### src/rtl/tlvsp_pkg.sv
// ----------------------------------------------------------------------------
// tlvsp_pkg
// Types and constants that the TLV stream parser modules share.
// ----------------------------------------------------------------------------
package tlvsp_pkg;

   localparam int unsigned ID_W     = 16;
   localparam int unsigned LEN_W    = 24;
   localparam int unsigned HCOUNT_W = 3;

   typedef enum logic [2:0] {
      PH_TYPE = 3'd0,
      PH_IDHI = 3'd1,
      PH_IDLO = 3'd2,
      PH_LEN  = 3'd3,
      PH_DATA = 3'd4
   } tlvsp_phase_type;

   typedef struct packed {
      logic [7:0] data_byte;
      logic       end_of_buffer;
   } tlvsp_req_type;

   typedef struct packed {
      logic [1:0]       element_type;
      logic [ID_W-1:0]  element_id;
      logic [LEN_W-1:0] element_length;
      logic [2:0]       header_length;
      logic             header_done;
      logic             is_value;
      logic [7:0]       value_byte;
      logic             value_last;
      logic             truncated;
   } tlvsp_rsp_type;

   typedef struct packed {
      tlvsp_phase_type     phase;
      logic [1:0]          held_type;
      logic                wide_id;
      logic [ID_W-1:0]     id_accum;
      logic [1:0]          length_bytes_left;
      logic [LEN_W-1:0]    length_accum;
      logic [LEN_W-1:0]    payload_left;
      logic [HCOUNT_W-1:0] header_count;
   } tlvsp_state_type;

   localparam tlvsp_state_type STATE_RESET = '{
      phase:             PH_TYPE,
      held_type:         2'd0,
      wide_id:           1'b0,
      id_accum:          '0,
      length_bytes_left: 2'd0,
      length_accum:      '0,
      payload_left:      '0,
      header_count:      '0
   };

endpackage

### src/rtl/tlvsp_decode.sv
// ----------------------------------------------------------------------------
// tlvsp_decode
// One-byte step of the TLV decoder: next parser state and the result beat.
// ----------------------------------------------------------------------------
module tlvsp_decode
   import tlvsp_pkg::*;
(
   input  tlvsp_state_type cur_state,
   input  tlvsp_req_type   req_beat,
   output tlvsp_state_type nxt_state,
   output tlvsp_rsp_type   rsp_beat
);

   logic [7:0] b;
   logic       hdone;
   logic [2:0] hlen;
   logic       isval;
   logic [7:0] vbyte;
   logic       vlast;
   tlvsp_state_type st;

   assign b = req_beat.data_byte;

   always_comb begin
      st    = cur_state;
      hdone = 1'b0;
      hlen  = 3'd0;
      isval = 1'b0;
      vbyte = 8'd0;
      vlast = 1'b0;

      case (cur_state.phase)
         PH_IDHI: begin
            st.id_accum     = {b, 8'd0};
            st.header_count = HCOUNT_W'(cur_state.header_count + 3'd1);
            st.phase        = PH_IDLO;
         end
         PH_IDLO: begin
            st.id_accum     = {cur_state.id_accum[15:8], b};
            st.header_count = HCOUNT_W'(cur_state.header_count + 3'd1);
            if (cur_state.length_bytes_left == 2'd0) begin
               hdone           = 1'b1;
               hlen            = st.header_count;
               st.payload_left = st.length_accum;
               st.phase        = (st.length_accum != '0) ? PH_DATA : PH_TYPE;
            end else begin
               st.phase = PH_LEN;
            end
         end
         PH_LEN: begin
            st.length_accum      = {cur_state.length_accum[15:0], b};
            st.header_count      = HCOUNT_W'(cur_state.header_count + 3'd1);
            st.length_bytes_left = 2'(cur_state.length_bytes_left - 2'd1);
            if (st.length_bytes_left == 2'd0) begin
               hdone           = 1'b1;
               hlen            = st.header_count;
               st.payload_left = st.length_accum;
               st.phase        = (st.length_accum != '0) ? PH_DATA : PH_TYPE;
            end
         end
         PH_DATA: begin
            isval           = 1'b1;
            vbyte           = b;
            st.payload_left = LEN_W'(cur_state.payload_left - 24'd1);
            if (st.payload_left == '0) begin
               vlast    = 1'b1;
               st.phase = PH_TYPE;
            end
         end
         default: begin
            // type byte; unused phase codes land here too
            st.held_type         = b[7:6];
            st.wide_id           = b[5];
            st.length_bytes_left = b[4:3];
            st.length_accum      = (b[4:3] == 2'd0) ? {21'd0, b[2:0]} : '0;
            st.id_accum          = '0;
            st.payload_left      = '0;
            st.header_count      = 3'd1;
            st.phase             = b[5] ? PH_IDHI : PH_IDLO;
         end
      endcase

      rsp_beat.element_type   = st.held_type;
      rsp_beat.element_id     = st.id_accum;
      rsp_beat.element_length = st.length_accum;
      rsp_beat.header_length  = hlen;
      rsp_beat.header_done    = hdone;
      rsp_beat.is_value       = isval;
      rsp_beat.value_byte     = vbyte;
      rsp_beat.value_last     = vlast;
      rsp_beat.truncated      = 1'b0;

      nxt_state = st;
      // buffer ended mid-element: flag it and start over
      if (req_beat.end_of_buffer && (st.phase != PH_TYPE)) begin
         rsp_beat.truncated = 1'b1;
         nxt_state          = STATE_RESET;
      end
   end

endmodule

### src/rtl/tlvsp_out_buf.sv
// ----------------------------------------------------------------------------
// tlvsp_out_buf
// Result register with a skid stage so the decoder can take one more beat when
// the receiver stalls.
// ----------------------------------------------------------------------------
module tlvsp_out_buf
   import tlvsp_pkg::*;
(
   input  logic          clock,
   input  logic          reset,
   input  logic          in_valid,
   output logic          in_ready,
   input  tlvsp_rsp_type in_data,
   output logic          out_valid,
   input  logic          out_ready,
   output tlvsp_rsp_type out_data
);

   logic          main_valid_ff, main_valid_in;
   logic          skid_valid_ff, skid_valid_in;
   tlvsp_rsp_type main_ff, main_in;
   tlvsp_rsp_type skid_ff, skid_in;

   assign in_ready  = !skid_valid_ff;
   assign out_valid = main_valid_ff;
   assign out_data  = main_ff;

   always_comb begin
      main_valid_in = main_valid_ff;
      skid_valid_in = skid_valid_ff;
      main_in       = main_ff;
      skid_in       = skid_ff;
      if (!main_valid_ff || out_ready) begin
         if (skid_valid_ff) begin
            main_in       = skid_ff;
            main_valid_in = 1'b1;
            skid_valid_in = 1'b0;
         end else begin
            main_in       = in_data;
            main_valid_in = in_valid;
         end
      end else if (in_valid && !skid_valid_ff) begin
         skid_in       = in_data;
         skid_valid_in = 1'b1;
      end
   end

   always_ff @(posedge clock) begin
      if (reset) begin
         main_valid_ff <= 1'b0;
         skid_valid_ff <= 1'b0;
      end else begin
         main_valid_ff <= main_valid_in;
         skid_valid_ff <= skid_valid_in;
      end
   end

   always_ff @(posedge clock) begin
      main_ff <= main_in;
      skid_ff <= skid_in;
   end

endmodule

### src/rtl/tlv_stream_parser.sv
// ----------------------------------------------------------------------------
// tlv_stream_parser
// Streaming TLV element decoder, one buffer byte per beat.
//
// req_ channel: one beat per byte of the TLV buffer, with end_of_buffer set
// on the buffer's last byte. rsp_ channel: exactly one result beat per input
// beat, in order. It reports the element header fields, header_done with the
// header length on the last header byte, and tags payload bytes with
// is_value and value_last.
// Each result beat is registered in the result register, via the skid register
// when the receiver stalls. Throughput is one byte per cycle while the receiver
// keeps up; the byte-step decode between state and result registers sets it.
// When the receiver stalls, one more beat is taken into a skid register and
// then req_ready drops until the receiver drains it.
// A buffer that ends inside a header or payload gives truncated on that beat
// and returns the parser to its reset state. Reset empties the result stage
// and leaves the parser waiting for a type byte.
// ----------------------------------------------------------------------------
module tlv_stream_parser
   import tlvsp_pkg::*;
(
   input  logic          clock,
   input  logic          reset,
   input  logic          req_valid,
   output logic          req_ready,
   input  tlvsp_req_type req_data,
   output logic          rsp_valid,
   input  logic          rsp_ready,
   output tlvsp_rsp_type rsp_data
);

   tlvsp_state_type state_ff, state_in;
   tlvsp_state_type step_state;
   tlvsp_rsp_type   step_rsp;
   logic            req_fire;

   assign req_fire = req_valid && req_ready;

   tlvsp_decode u_decode (
      .cur_state (state_ff),
      .req_beat  (req_data),
      .nxt_state (step_state),
      .rsp_beat  (step_rsp)
   );

   always_comb begin
      state_in = req_fire ? step_state : state_ff;
   end

   always_ff @(posedge clock) begin
      if (reset) begin
         state_ff <= STATE_RESET;
      end else begin
         state_ff <= state_in;
      end
   end

   tlvsp_out_buf u_out_buf (
      .clock     (clock),
      .reset     (reset),
      .in_valid  (req_valid),
      .in_ready  (req_ready),
      .in_data   (step_rsp),
      .out_valid (rsp_valid),
      .out_ready (rsp_ready),
      .out_data  (rsp_data)
   );

`ifndef SYNTHESIS
   a_trunc_restarts: assert property (@(posedge clock) disable iff (reset)
      req_fire && step_rsp.truncated |=> state_ff.phase == PH_TYPE)
      else $error("parser did not restart after truncation");

   a_last_is_value: assert property (@(posedge clock) disable iff (reset)
      rsp_valid && rsp_data.value_last |-> rsp_data.is_value)
      else $error("value_last without is_value");

   a_hdr_len_range: assert property (@(posedge clock) disable iff (reset)
      rsp_valid && rsp_data.header_done |->
         rsp_data.header_length >= 3'd2 && rsp_data.header_length <= 3'd6)
      else $error("header_length out of range");

   a_hold_state: assert property (@(posedge clock) disable iff (reset)
      !req_fire |=> $stable(state_ff))
      else $error("parser state moved without an accepted beat");
`endif

endmodule

### config.mk
export PLATFORM = sky130hd
export DESIGN_NAME = tlv_stream_parser
export DESIGN_NICKNAME = d
export VERILOG_FILES = /design/src/rtl/tlvsp_pkg.sv /design/src/rtl/tlvsp_decode.sv /design/src/rtl/tlvsp_out_buf.sv /design/src/rtl/tlv_stream_parser.sv
export SDC_FILE = /design/constraint.sdc
export NUM_CORES = 1
export LEC_CHECK = 0
export ABC_AREA = 0
export BUFFER_PORTS_ARGS = -buffer_cell sky130_fd_sc_hd__buf_2
export CORE_ASPECT_RATIO = 1.75
export CORE_UTILIZATION = 60
export DETAILED_ROUTE_END_ITERATION = 8
export GPL_TIMING_DRIVEN = 0
export HOLD_SLACK_MARGIN = 0.03
export PLACE_DENSITY = 0.79
export SYNTH_ARGS = -nofsm -noshare
export SYNTH_HDL_FRONTEND = slang
export SYNTH_SLANG_ARGS = --single-unit
### constraint.sdc
create_clock -name clock -period 5.39 [get_ports clock]
set_clock_uncertainty 0.05 [all_clocks]
set_input_delay 0.539 -clock clock [delete_from_list [all_inputs] [get_ports clock]]
set_output_delay 0.539 -clock clock [all_outputs]
set_load 0.005 [all_outputs]
==> metrics.txt, run 1 <==
# TYPE chip_impl_metric gauge
chip_impl_info{name="cell_by_cell_listing_of_the_critical_path",value="clkbuf_1 -> inv_1 -> ha_1 -> clkbuf_1 -> o21bai_1 -> a311oi_1 -> a31oi_1 -> or3b_1 -> or4_1 -> or4_4 -> o31ai_4"} 1
chip_impl_metric{name="synth-seq-cells",unit=""} 190
chip_impl_metric{name="routed_wirelength",unit="um"} 24100
chip_impl_metric{name="syn-mean-instance-area",unit="sq um"} 10.8
chip_impl_metric{name="cp_data_required_time",unit="ns"} 5.63
chip_impl_metric{name="chipHeight",unit="um"} 164
chip_impl_metric{name="synth-edff-count",unit=""} 114
chip_impl_metric{name="floorplan.die_area",unit="sq mm"} 0.0156
chip_impl_info{name="cts_tree",value="done"} 1
chip_impl_metric{name="grt_pass1_wl",unit="um"} 37700
chip_impl_metric{name="p_per_area",unit="mW/mm^2"} 312
chip_impl_metric{name="async_flop_share",unit="%"} 0
chip_impl_metric{name="drc",unit=""} 0
chip_impl_metric{name="hpwl",unit="um"} 17000
chip_impl_metric{name="slew_violations",unit=""} 0
chip_impl_metric{name="wl_per_cell",unit="um"} 21.5
chip_impl_info{name="cp-end-kind",value="register"} 1
chip_impl_metric{name="synth_seq_area_share",unit="%"} 54.8
chip_impl_metric{name="grt_start_max_net_pins",unit=""} 41
chip_impl_metric{name="place_ws",unit="ns"} 1.77
chip_impl_metric{name="period_minus_slack",unit="ns"} 3.70
chip_impl_metric{name="post-cts-setup-buffers",unit=""} 0
chip_impl_metric{name="boundaryPins",unit=""} 72
chip_impl_metric{name="fill_cells",unit=""} 1090
chip_impl_metric{name="cts-resized-gates",unit=""} 0
chip_impl_metric{name="core_area",unit="sq mm"} 0.0148
chip_impl_metric{name="holdBufCountCts",unit=""} 0
chip_impl_metric{name="cts_buffer_depth",unit=""} 2
chip_impl_metric{name="first_global_vias",unit=""} 7086
chip_impl_metric{name="std_cell_rows",unit=""} 59
chip_impl_metric{name="critPathMaxStageDelay",unit="ns"} 0.55
chip_impl_info{name="root_buffer",value="clkbuf_16"} 1
chip_impl_metric{name="clk_transition_reported_paths",unit="ns"} 0.08
chip_impl_metric{name="synthToLayoutAreaGrowth",unit="%"} 13.6
chip_impl_info{name="run_status",value="finished clean"} 1
chip_impl_metric{name="cts_buf_count",unit=""} 17
chip_impl_metric{name="multiInputGateArea",unit="sq mm"} 0.00375
chip_impl_metric{name="initial_utilization",unit="%"} 61.1
chip_impl_metric{name="route.detailed.vias_per_inst",unit=""} 6.57
chip_impl_metric{name="track_usage",unit="%"} 32.4
chip_impl_metric{name="synthDistinctLibCells",unit=""} 65
chip_impl_metric{name="placed_cells",unit=""} 1090
chip_impl_info{name="min_path_type",value="input port to register"} 1
chip_impl_metric{name="die_width",unit="um"} 94.7
chip_impl_metric{name="drtIter0Drc",unit=""} 696
chip_impl_metric{name="instances_no_fill",unit=""} 1122
chip_impl_metric{name="num_antenna_cells",unit=""} 0
chip_impl_info{name="worst-setup-path-type",value="register to register"} 1
chip_impl_metric{name="ys_warn_count",unit=""} 0
chip_impl_metric{name="max_cap_violations",unit=""} 0
chip_impl_info{name="synth_ff_type",value="edfxtp_1"} 1
chip_impl_metric{name="vdd_drop_max",unit="uV"} 220
chip_impl_info{name="setup.worst_path.start_class",value="register"} 1
chip_impl_info{name="rsz0062_at_grt",value="false"} 1
chip_impl_metric{name="globalRouteOverflowTotal",unit=""} 0
chip_impl_metric{name="synth_nets",unit=""} 855
chip_impl_metric{name="fin_nets",unit=""} 944
chip_impl_metric{name="sequential_cell_area",unit="sq mm"} 0.00494
chip_impl_metric{name="synth.cell_area",unit="sq mm"} 0.00902
chip_impl_metric{name="setup-violations-final",unit=""} 0
chip_impl_metric{name="port_buffers",unit=""} 68
chip_impl_metric{name="final.period_utilization",unit="%"} 68.6
chip_impl_metric{name="insertion_delay",unit="ns"} 0.45
chip_impl_metric{name="layout_setup_ws",unit="ns"} 1.69
chip_impl_metric{name="slew_headroom",unit="%"} 25.7
chip_impl_info{name="critical_path.most_common_cell",value="clkbuf_1"} 1
chip_impl_metric{name="power.leakage",unit="uW"} 0.00382
chip_impl_metric{name="worstMarginPinSlew",unit="ns"} 1.11
chip_impl_metric{name="htree_levels",unit=""} 4
chip_impl_metric{name="fmax",unit="MHz"} 271
chip_impl_metric{name="cts.sinks",unit=""} 190
chip_impl_metric{name="dr_total_vias",unit=""} 7376
chip_impl_metric{name="initial_antenna_violation_count",unit=""} 0
chip_impl_info{name="synth.largest_area_cell",value="edfxtp_1"} 1
chip_impl_metric{name="timing.critical_path.arrival",unit="ns"} 3.93
chip_impl_metric{name="timing_hold_violations_final",unit=""} 0
chip_impl_metric{name="worst-path-max-fanout",unit=""} 10
chip_impl_metric{name="router_iterations_before_antenna_repair",unit=""} 5
chip_impl_metric{name="place.gp.congestion",unit=""} 0.975
chip_impl_metric{name="drive_above_1_share",unit="%"} 20.7
chip_impl_metric{name="synth_top_cell_area_share",unit="%"} 37.9
chip_impl_metric{name="syn_inst",unit=""} 837
chip_impl_info{name="crit_path_top_delay_cell",value="or4_4"} 1
chip_impl_info{name="netlist_top_cells_area",value="edfxtp_1, dfxtp_1, mux2_2"} 1
chip_impl_metric{name="postRouteAntennaNets",unit=""} 0
==> layout make-up <==
type	instances	area share, %
Clock buffer	17	4.15
Multi-Input combinational cell	568	36.6
Sequential cell	190	48.2
Tap cell	183	2.23
Inverter	13	0.476
Clock inverter	15	1.78
Timing Repair Buffer	70	3.71
Buffer	66	2.87
==> synthesized netlist by cell type, types with 3 or more instances <==
master and count:
nand2_1 119, edfxtp_1 114, dfxtp_1 76, mux2_2 53
nor2_1 51, clkbuf_1 50, a21oi_1 49, o21ai_0 40
a22o_1 38, mux2i_1 27, nor4_1 21, a22oi_1 17
nor3_1 13, inv_1 12, a21oi_2 9, and3_1 9
o22ai_1 9, nand3_1 8, or3_1 8, buf_2 7
o32ai_1 7, xnor2_1 6, and2_1 5, buf_6 5
ha_1 5, nand2b_1 5, o31ai_1 5, buf_1 4
or4_1 4, a31oi_1 3, nand4_1 3, nor3b_1 3
nor4_2 3, o21bai_1 3, o221ai_1 3, o31a_1 3
or4_4 3
==> sequential cells by signal (all words and copies together), names as in the netlist <==
register / flops
u_out_buf.out_data: 57
u_out_buf.skid_valid_ff: 1
u_out_buf.out_valid: 1
state_ff: 74
u_out_buf.skid_ff: 57
==> routing by layer <==
layer | vias up | GRT usage, % | share of wire (%)
li1 | 3312 | - | -
met1 | 3517 | 36.6 | 36
met2 | 417 | 55.2 | 50
met3 | 130 | 5.97 | 6.7
met4 | 0 | 20.5 | 6.5
met5 | - | 0 | 0
==> power breakdown <==
group          switching (uW)  internal, uW
clock network             654           637
registers                15.7          1580
logic                     204           104
total                     873          2330
==> cells in the final DEF, fill, tap and decap left out, types with 13 or more instances in the layout <==
| cell type | instances |
|---|---|
| a22oi_1 | 17 |
| buf_2 | 75 |
| nor3_1 | 13 |
| a22o_1 | 38 |
| edfxtp_1 | 114 |
| clkbuf_16 | 17 |
| dfxtp_1 | 76 |
| mux2_2 | 53 |
| o21ai_0 | 40 |
| nor4_1 | 21 |
| a21oi_1 | 49 |
| nor2_1 | 50 |
| mux2i_1 | 27 |
| clkbuf_1 | 50 |
| nand2_1 | 119 |
==> cell families (layout without fill, tap and decap cells) <==
logic type,after synthesis,after routing,share of synthesized area [%]
AOI/OAI and AO/OA,204,204,15.7
xor gates and xnor gates,6,6,0.582
adders and majority gates,5,5,0.693
buffers and inverters,79,181,3.80
DFF,190,190,54.8
muxes,80,80,9.61
and+or+nand+nor,273,273,14.8
==> through the flow <==
step	util (%)	total power (uW)	hold WS (ns)	TNS (ns)	area, sq um
after floorplan	-	1820	0.383	0	9020
after global placement	65.0	1930	0.388	-72.54	9590
after detailed placement	65.3	1930	0.396	0	9640
after CTS	69.4	3200	0.370	0	10300
after global routing	69.4	3290	0.400	0	10300
final	69.4	3200	0.380	0	10300
==> worst paths after layout <==
kind,startpoint,endpoint,slack [ns],cells after the start
max,state_ff[3],u_out_buf.out_data[1],1.69,11
min,req_valid,u_out_buf.skid_valid_ff,0.38,3
max reg2reg,state_ff[3],u_out_buf.out_data[1],1.69,11
min reg2reg,state_ff[61],state_ff[61],0.41,2
==> critical path: cells and delay by family (launching register included) <==
family / cells / cell delay [ns]
fa+ha+maj: 1 / 0.26
flops: 1 / 0.35
compound gates: 4 / 0.82
buf+inv: 3 / 0.69
simple gates: 3 / 1.36
Power figures use the tool's default switching activity.
==> run 2: changes to the inputs <==
Clock period 5.39 ns to 3.4 ns, I/O delays scaled along.
==> run 2 against run 1 <==
Net effect: die area unchanged; sequential power up 59%; combinational power up 58%; power increased by 59%; first-iteration DRC count is 8.0% lower; register-to-register slack lost 1.6 ns; critical path depth shrank 3; sequential share of layout area fell by 0.27 points; routed wire length decreased by 2.2%; hold slack lost 0.21 ns; global-route usage down 0.73 points; clock power is 59% higher; critical endpoint unchanged; largest cell class unchanged.
==> metrics.txt, run 2 (synthesized netlist as in run 1, its figures left out) <==
# TYPE chip_impl_metric gauge
chip_impl_info{name="worst-setup-path-type",value="register to register"} 1
chip_impl_metric{name="net-switching-power",unit="uW"} 1370
chip_impl_metric{name="router_iterations_before_antenna_repair",unit=""} 5
chip_impl_metric{name="dr_total_vias",unit=""} 7277
chip_impl_metric{name="utilization",unit="%"} 69.9
chip_impl_metric{name="synthToLayoutAreaGrowth",unit="%"} 14.3
chip_impl_metric{name="wl_per_cell",unit="um"} 21.0
chip_impl_metric{name="fmax",unit="MHz"} 305
chip_impl_metric{name="track_usage",unit="%"} 31.7
chip_impl_metric{name="final.period_utilization",unit="%"} 96.5
chip_impl_metric{name="die_width",unit="um"} 94.7
chip_impl_metric{name="postRouteAntennaNets",unit=""} 0
chip_impl_metric{name="globalRouteOverflowTotal",unit=""} 0
chip_impl_metric{name="insertion_delay",unit="ns"} 0.45
chip_impl_metric{name="std_cell_rows",unit=""} 59
chip_impl_metric{name="port_buffers",unit=""} 68
chip_impl_metric{name="drive_above_1_share",unit="%"} 22.1
chip_impl_metric{name="slew_violations",unit=""} 0
chip_impl_metric{name="slew_headroom",unit="%"} 25.9
chip_impl_metric{name="cts_buffer_depth",unit=""} 2
chip_impl_info{name="cell_by_cell_listing_of_the_critical_path",value="clkbuf_1 -> or3_1 -> or3_4 -> o21ai_2 -> or3b_1 -> or4_4 -> or4_4 -> o31ai_4"} 1
chip_impl_metric{name="drc",unit=""} 0
chip_impl_metric{name="first_global_vias",unit=""} 6928
chip_impl_metric{name="critPathMaxStageDelay",unit="ns"} 0.54
chip_impl_metric{name="power_frac_clock",unit="%"} 40.4
chip_impl_metric{name="core_area",unit="sq mm"} 0.0148
chip_impl_metric{name="vdd_drop_max",unit="uV"} 354
chip_impl_info{name="max_flop_register",value="state_ff"} 1
chip_impl_info{name="cell_family_with_the_largest_share_of_critical_path_delay",value="simple AND/OR/NAND/NOR gates"} 1
chip_impl_info{name="cts_tree",value="done"} 1
chip_impl_info{name="final_common_cell",value="nand2_1"} 1
chip_impl_metric{name="max_cap_violations",unit=""} 0
chip_impl_metric{name="power_switching_share",unit="%"} 27.0
chip_impl_info{name="final_cell_mix",value="nand2_1, edfxtp_1, buf_2"} 1
chip_impl_metric{name="hpwl",unit="um"} 16500
chip_impl_metric{name="initial_utilization",unit="%"} 61.1
chip_impl_metric{name="initial_antenna_violation_count",unit=""} 0
chip_impl_metric{name="place.gp.congestion",unit=""} 0.971
chip_impl_metric{name="fill_cells",unit=""} 1085
chip_impl_info{name="min_path_type",value="input port to register"} 1
chip_impl_metric{name="combinationalPowerShare",unit="%"} 9.6
chip_impl_metric{name="pwr-share-seq",unit="%"} 50.0
chip_impl_info{name="run_status",value="finished clean"} 1
chip_impl_metric{name="largest_register_ff_count",unit=""} 74
chip_impl_metric{name="num_antenna_cells",unit=""} 0
chip_impl_metric{name="chipHeight",unit="um"} 164
chip_impl_metric{name="worst-path-max-fanout",unit=""} 8
chip_impl_metric{name="internal_power",unit="uW"} 3710
chip_impl_metric{name="routed_wirelength",unit="um"} 23600
chip_impl_metric{name="fin_nets",unit=""} 945
chip_impl_metric{name="p_per_area",unit="mW/mm^2"} 492
chip_impl_metric{name="worstMarginPinSlew",unit="ns"} 1.10
chip_impl_metric{name="drtIter0Drc",unit=""} 640
chip_impl_metric{name="period_minus_slack",unit="ns"} 3.28
chip_impl_metric{name="cp_num_buf_inv",unit=""} 1
chip_impl_info{name="rsz0062_at_grt",value="false"} 1
chip_impl_metric{name="setup-violations-final",unit=""} 0
chip_impl_metric{name="route.detailed.vias_per_inst",unit=""} 6.48
chip_impl_metric{name="cp_data_required_time",unit="ns"} 3.63
chip_impl_metric{name="instances_no_fill",unit=""} 1123
chip_impl_info{name="setup.worst_path.start_class",value="register"} 1
chip_impl_metric{name="clk_transition_reported_paths",unit="ns"} 0.08
chip_impl_metric{name="htree_levels",unit=""} 4
chip_impl_metric{name="floorplan.die_area",unit="sq mm"} 0.0156
chip_impl_info{name="cp-end-kind",value="register"} 1
chip_impl_metric{name="timing.critical_path.arrival",unit="ns"} 3.51
chip_impl_metric{name="timing_hold_violations_final",unit=""} 0
chip_impl_metric{name="whs",unit="ns"} 0.174
chip_impl_metric{name="placed_cells",unit=""} 1089
chip_impl_info{name="root_buffer",value="clkbuf_16"} 1
chip_impl_metric{name="cts.sinks",unit=""} 190
chip_impl_metric{name="power.leakage",unit="uW"} 0.00385
chip_impl_metric{name="grt_start_max_net_pins",unit=""} 61
chip_impl_metric{name="grt_pass1_wl",unit="um"} 36800
chip_impl_info{name="critical_path.most_common_cell",value="or4_4"} 1
chip_impl_metric{name="cts_buf_count",unit=""} 17
chip_impl_info{name="crit_path_top_delay_cell",value="or4_4"} 1
chip_impl_metric{name="boundaryPins",unit=""} 72
-- run 2: cell types whose count changed in the layout (fill, tap and decap cells not counted), sizes merged --
cell	change
clkbuf	-1
inv	-1
buf	+3
-- run 2: worst paths after layout --
check | from | end | slack, ns | cells past startpoint
max reg2reg | state_ff[18] | u_out_buf.out_data[1] | 0.12 | 8
max | state_ff[18] | u_out_buf.out_data[1] | 0.12 | 8
min reg2reg | state_ff[65] | state_ff[65] | 0.41 | 2
min | req_valid | u_out_buf.skid_valid_ff | 0.17 | 3
-- run 2: cell type report --
class                   instances  area, sq um  share of cell area (%)
inverters                      13         48.8                   0.473
multi-input cells             568         3780                    36.7
flip-flops and latches        190         4950                    48.0
clock buffers                  18          439                    4.26
plain buffers                  64          300                    2.91
well taps                     183          229                    2.22
repair buffers                 73          388                    3.76
clock inverters                14          180                    1.75
-- run 2: timing repair --
item / in CTS / in global routing
gates resized for setup: 4 / 13
setup buffers: 0 / 3
pin swaps: 0 / 3
hold buffers: 0 / 0
endpoints found under the hold margin: 0 / 0
gates cloned: 0 / 1
setup endpoints to repair: 2 / 72
-- run 2: worst min-delay path, stage by stage --
cell and delay, ns:
buf_2 0.10, nor2_1 0.05, nor3_1 0.12
-- run 2: power groups by stage --
stage                     combinational [uW]  clock (uW)  sequential (uW)
final                                    487        2050             2540
after global routing                     529        2140             2550
after CTS                                470        2070             2540
after detailed placement                 466           0             2590
after global placement                   458           0             2590
after floorplan                          289           0             2600
-- run 2: per-stage QoR --
stage	power [uW]	setup slack [ns]	setup TNS, ns	area (sq um)
2_1_floorplan	2890	0.153	0	9030
3_3_place_gp	3050	-0.872	-49.29	9600
3_5_place_dp	3060	-0.212	-0.321	9620
4_1_cts	5080	0.0260	0	10200
5_1_grt	5220	0.0182	0	10300
6_report	5080	0.119	0	10300
-- run 2: per-layer routing --
layer  part of all wire [%]  vias to the layer above  track usage (%)
li1                       -                     3305                -
met1                     36                     3471             35.8
met2                     50                      364             53.2
met3                    6.8                      137             6.06
met4                    6.4                        0             21.1
met5                      0                        -                0
